--- src/rtl/pair_interning_hash_table_macros.svh ---
// assertion macros for the pair interning table
// used by the top level only; empty when SYNTHESIS is defined
`ifndef PAIR_INTERNING_HASH_TABLE_MACROS_SVH
`define PAIR_INTERNING_HASH_TABLE_MACROS_SVH
`ifndef SYNTHESIS
`define PIHT_ASSERT_IMP(label, clk, rst, ante, cons) \
  label: assert property (@(posedge clk) disable iff (rst) (ante) |-> (cons)) \
    else $error("assertion failed");
`define PIHT_ASSERT_NXT(label, clk, rst, ante, cons) \
  label: assert property (@(posedge clk) disable iff (rst) (ante) |=> (cons)) \
    else $error("assertion failed");
`else
`define PIHT_ASSERT_IMP(label, clk, rst, ante, cons)
`define PIHT_ASSERT_NXT(label, clk, rst, ante, cons)
`endif
`endif

--- src/rtl/piht_pkg.sv ---
// shared types, codes and hash constant for the pair interning table
// no dependencies
package piht_pkg;
  localparam int ENTRIES_DEF  = 1024;
  localparam int SLOTS_DEF    = 2048;
  localparam int KEY_BITS_DEF = 31;
  localparam int HASH_MUL     = 16807;

  localparam logic [1:0] ACT_INSERT = 2'd0;
  localparam logic [1:0] ACT_LOOKUP = 2'd1;
  localparam logic [1:0] ACT_READ   = 2'd2;

  localparam logic [2:0] ST_FOUND    = 3'd0;
  localparam logic [2:0] ST_NEW      = 3'd1;
  localparam logic [2:0] ST_NOTFOUND = 3'd2;
  localparam logic [2:0] ST_FULL     = 3'd3;
  localparam logic [2:0] ST_INVALID  = 3'd4;

  typedef struct packed {
    logic [1:0]  action;
    logic [30:0] key_a;
    logic [30:0] key_b;
    logic [9:0]  query_index;
  } in_beat_t;

  typedef struct packed {
    logic [2:0]  status;
    logic [9:0]  entry_index;
    logic [30:0] pair_a;
    logic [30:0] pair_b;
  } out_beat_t;

  typedef enum logic [3:0] {
    S_CLEAR, S_IDLE, S_HASH1, S_HASH2, S_MOD, S_RDSLOT, S_RDREC, S_CHECK,
    S_WRITE, S_RDQ, S_DONE
  } state_t;

  // controller to datapath
  typedef struct packed {
    logic load;      // capture input beat
    logic hash1;     // first multiply
    logic hash2;     // second multiply
    logic modstep;   // reduce mod slots
    logic clr_step;  // clear one slot
    logic rd_slot;   // read slot at probe pointer
    logic rd_rec;    // read record at slot entry
    logic step;      // move probe downward
    logic ins;       // write record and slot
    logic rd_q;      // read record at query index
    logic set_res;   // load result register
    logic [2:0] res_status;
    logic res_use_q; // result index from query
    logic res_pair;  // result carries record keys
  } cmd_t;

  // datapath to controller
  typedef struct packed {
    logic clr_done;
    logic mod_done;
    logic slot_empty;
    logic match;
    logic probe_done; // all slots visited
    logic store_full;
    logic q_ok;
  } sts_t;
endpackage

--- src/rtl/piht_ctrl.sv ---
// controller state machine for the pair interning table
// depends on piht_pkg
module piht_ctrl import piht_pkg::*; (
  input  logic      clk,
  input  logic      rst,
  input  logic      in_valid,
  input  logic [1:0] action,
  input  logic      res_busy,
  input  sts_t      sts,
  output logic      in_ready,
  output cmd_t      cmd
);
  state_t state, state_next;
  logic [1:0] act;

  // state and captured action
  always_ff @(posedge clk) begin
    if (rst) begin
      state <= S_CLEAR;
      act <= ACT_INSERT;
    end else begin
      state <= state_next;
      if (in_ready && in_valid) act <= action;
    end
  end

  // next state and commands
  always_comb begin
    state_next = state;
    cmd = '0;
    in_ready = 1'b0;
    case (state)
      S_CLEAR: begin
        cmd.clr_step = 1'b1;
        if (sts.clr_done) state_next = S_IDLE;
      end
      S_IDLE: begin
        in_ready = 1'b1;
        if (in_valid) begin
          cmd.load = 1'b1;
          if (action inside {ACT_INSERT, ACT_LOOKUP}) state_next = S_HASH1;
          else if (action == ACT_READ) state_next = S_RDQ;
          else state_next = S_DONE;
        end
      end
      S_HASH1: begin cmd.hash1 = 1'b1; state_next = S_HASH2; end
      S_HASH2: begin cmd.hash2 = 1'b1; state_next = S_MOD; end
      S_MOD: begin
        cmd.modstep = 1'b1;
        if (sts.mod_done) state_next = S_RDSLOT;
      end
      S_RDSLOT: begin cmd.rd_slot = 1'b1; state_next = S_RDREC; end
      S_RDREC: begin cmd.rd_rec = 1'b1; state_next = S_CHECK; end
      S_CHECK: begin
        if (!res_busy) begin
          if (sts.slot_empty) begin
            if (act == ACT_LOOKUP) begin
              cmd.set_res = 1'b1; cmd.res_status = ST_NOTFOUND; state_next = S_IDLE;
            end else if (sts.store_full) begin
              cmd.set_res = 1'b1; cmd.res_status = ST_FULL; state_next = S_IDLE;
            end else state_next = S_WRITE;
          end else if (sts.match) begin
            cmd.set_res = 1'b1; cmd.res_status = ST_FOUND; state_next = S_IDLE;
          end else if (sts.probe_done) begin
            cmd.set_res = 1'b1;
            cmd.res_status = (act == ACT_LOOKUP) ? ST_NOTFOUND : ST_FULL;
            state_next = S_IDLE;
          end else begin
            cmd.step = 1'b1; state_next = S_RDSLOT;
          end
        end
      end
      S_WRITE: begin
        cmd.ins = 1'b1; cmd.set_res = 1'b1; cmd.res_status = ST_NEW;
        state_next = S_IDLE;
      end
      S_RDQ: begin cmd.rd_q = 1'b1; state_next = S_DONE; end
      S_DONE: begin
        if (!res_busy) begin
          cmd.set_res = 1'b1;
          if (act == ACT_READ && sts.q_ok) begin
            cmd.res_status = ST_FOUND; cmd.res_use_q = 1'b1; cmd.res_pair = 1'b1;
          end else cmd.res_status = ST_INVALID;
          state_next = S_IDLE;
        end
      end
      default: state_next = S_IDLE;
    endcase
  end
endmodule

--- config.mk ---
export PLATFORM = sky130hd
export DESIGN_NAME = piht_ctrl
export DESIGN_NICKNAME = d
export VERILOG_FILES = /design/src/rtl/pair_interning_hash_table_macros.svh /design/src/rtl/piht_pkg.sv /design/src/rtl/piht_ctrl.sv
export SDC_FILE = /design/constraint.sdc
export NUM_CORES = 1
export LEC_CHECK = 0
export ABC_CLOCK_PERIOD_IN_PS = 2700
export BUFFER_PORTS_ARGS = -buffer_cell sky130_fd_sc_hd__buf_4
export CAP_MARGIN = 20
export CORE_MARGIN = 2
export CORE_UTILIZATION = 40
export CTS_BUF_LIST = sky130_fd_sc_hd__clkbuf_8 sky130_fd_sc_hd__clkbuf_16
export DETAILED_ROUTE_END_ITERATION = 16
export GPL_ROUTABILITY_DRIVEN = 0
export HOLD_SLACK_MARGIN = 0.03
export MAX_ROUTING_LAYER = met4
export PLACE_DENSITY = 0.71
export REMOVE_ABC_BUFFERS = 1
export SYNTH_ARGS = -nofsm -noshare
export SYNTH_HDL_FRONTEND = slang
export SYNTH_SLANG_ARGS = --single-unit
--- constraint.sdc ---
create_clock -name clk -period 2.7 [get_ports clk]
set_input_delay 0.675 -clock clk [delete_from_list [all_inputs] [get_ports clk]]
set_output_delay 0.675 -clock clk [all_outputs]
set_load 0.1 [all_outputs]
### After elaboration in Yosys (flattened, before gate mapping)

Cells that the tools add are included.

* bits in registers: 6
* output and inout port bits: 17
* logic and storage cells: 68

* equality and inequality tests: 19
* mux-type cells: 41
* reduce and logical (&&, ||, !) cells: 6

Operators by type and width (count)
* $mux W4: 16
* $pmux W4 S10: 1
* $mux W1: 17
* $eq A4 B3 Y1 const B: 4
* $eq A4 B4 Y1 const B: 3
* $pmux W4 S3: 1
* $ne A2 B2 Y1 const B: 5
* $eq A4 B2 Y1 const B: 2
* $mux W2: 3
* $mux W3: 2
* $mux W6: 1
* $reduce_and A5 Y1: 1
* $eq A2 B1 Y1 const B: 2
* $eq A2 B2 Y1 const B: 2
* $eq A4 B1 Y1 const B: 1
* $logic_not A4 Y1: 1
* $logic_and A1 B1 Y1: 2
* $logic_not A2 Y1: 1
* $reduce_bool A2 Y1: 1

### Depth between registers and ports, before layout

* depth in word-level cells: 7
* mapped depth: 5
* mapped depth without buffers: 4

### Least setup slack after synthesis

OpenSTA, ideal clock, no wires.

* kind: input to output
* start: in sts[4] (netlist bit)
* end: out cmd[8] (netlist bit)
* data arrival time: 3906 ps
* data required time: 2025 ps
* buffers on the path: 0
* slack: -1881 ps
* stages on the path: 2
* path through: or3_1 > nor4_1

RTL lines
* from (decl): line piht_ctrl.sv:9 `input sts_t sts,`
* to (decl): line piht_ctrl.sv:11 `output cmd_t cmd`

==> run metrics <==
Port Buffers=29; top cell type's share of synthesized area=0.194; skew final=0.00219 ns; CP endpoint kind=output port; DRT antenna net count=0; Initial Util=0.422; WP data arrival=1.80 ns; period utilisation layout=0.917; DR WL/cell=12.7 um; Max-slew headroom=0.724; Fin. Hold Viols=0; ANT cells=0; post-route minimum period=2.48 ns; I/O pins=30; CTS max path bufs=2; core box area=1470 um^2; worst-path fanout max=7; dpl cells=128; CTS Buf Count=3; Post-synth ARST share=0; vias in the first global route=647; initial antenna violation count=0; DRC=0; clk_lat worst skew=0.22 ns; Hold Buf Count CTS=0; Starting DRT DRC Count=6; LEAKAGE=0.000384 uW; synth top area cells=dfxtp_1 (19%), nand2b_1 (7.1%), nor3_1 (5.6%); most used flip-flop cell after synthesis=dfxtp_1; cts repair resizes=0; ratio of cells with drive above 1 in the final layout=0.374; first-pass GRT wire length=2780 um; Die W=43.4 um; HPWL Detailed=1320 um; synthesis-to-finish area growth=44.0%; # clock sinks=6; Pre-antenna DRT Iters=4; Syn Area/Cell=7.22 um^2; # setup viols final=0; Syn. warnings=0; CP Data Required Time=2.03 ns; hold slack=0.490 ns; vias=731; FF-to-FF setup slack=1.12 ns; achievable frequency=404 MHz; total gr overflow=0; Final Instance Count excl. Fillers=131; Synth area leader=dfxtp_1; CTS tree=built; RSZ-0062 raised after global routing=no; Final Slew Violations=0; Overall Global Routing Usage=0.204; Hold WC Path Type=reg -> reg; Final nets=130; die height=43.4 um; Seq/Total Area, Yosys=0.194; die area=1880 um^2; pwr dens=636 nW/um^2; CP startpoint kind=input pin; largest net degree at the start of global routing=17; EDFF count, synth=0; Slew @ Worst Pin=0.413 ns; crit path kind=in -> out; Root Buffer=clkbuf_8; H-tree Lvls=1; post-CTS setup buffer count=0; Util after Layout=0.607; outcome=finished, final reports clean; Yosys reg bits=6; Row Count=14; Clk pin slew, worst setup/hold paths=0.03 ns; Yosys cell types=36; Syn Std Cell Area=621 um^2; vias per cell=5.58; worst vdd ir=0.410 mV; Max Cap Viol=0; Post-Syn Instances=86; top-count cell post-synth=nand2_1; Pwr Total=568 uW; commonest cells in the synthesized netlist=nand2_1 (9), nand2b_1 (7), nor2_1 (7), nor3_1 (7), dfxtp_1 (6); Routed WL=1670 um
sequential cells by signal (all words and copies together) (netlist names):
register and count:
act 2, state 4
critical path, cell delays in order:
cell	delay, ns
buf_4	0.14
or3_1	0.41
nor3_1	0.24
buf_4	0.34
routing by layer:
metal | track usage | part of all wire | wire length (um)
met5 | - | 0 | 0
met4 | 0.109 | 0.020 | 34
met3 | 0.0417 | 0.073 | 121
met2 | 0.310 | 0.46 | 767
met1 | 0.251 | 0.45 | 742
layout by cell type, fill, tap and decap left out, types with 2 or more instances in the layout:
cell,Yosys,final
nor2_1,7,7
dfxtp_1,6,6
nor3_1,7,7
nand3b_1,2,2
or3_1,3,3
o21ai_0,4,4
nand3_1,3,3
inv_1,2,2
nor2b_1,3,3
nand2b_1,7,7
buf_4,1,33
nand2_1,9,9
clkbuf_8,0,3
a21oi_1,4,4
o21bai_1,2,2
power breakdown:
group	total, uW	switching [uW]	internal [uW]
clock	134	38.1	95.7
combinational	318	225	93.3
sequential	117	16.7	99.8
total	568	279	289
stage by stage:
step | instance area (um^2) | setup TNS [ns] | worst slack (ns)
global route | 893 | 0 | 0.128
detailed placement | 852 | 0 | 0.219
global placement | 852 | 0 | 0.239
finish | 893 | 0 | 0.224
CTS | 893 | 0 | 0.213
floorplan | 584 | -16.73 | -3.11
kinds of logic (layout without fill, tap and decap cells):
family          count (synthesis)  in the layout  share of synthesized area
simple gates                   48             48                      0.437
compound gates                 22             22                      0.280
buf+inv                         9             38                     0.0706
flops                           6              6                      0.194
mux                             1              1                     0.0181
final cells by class:
class | instances | area [um^2]
Inverter | 2 | 7.51
Tap cell | 16 | 20.0
Clock buffer | 3 | 41.3
Fill cell | 141 | 578
Sequential cell | 6 | 120
Timing Repair Buffer | 33 | 248
Multi-Input combinational cell | 71 | 457
worst paths after layout:
path / cells past startpoint / startpoint / endpoint
min reg2reg: 2 / act[0] / act[0]
max: 4 / res_busy / cmd[1]
max reg2reg: 5 / state[0] / state[0]
min: 2 / act[0] / act[0]
No activity file was read; power rests on OpenSTA's default activity.
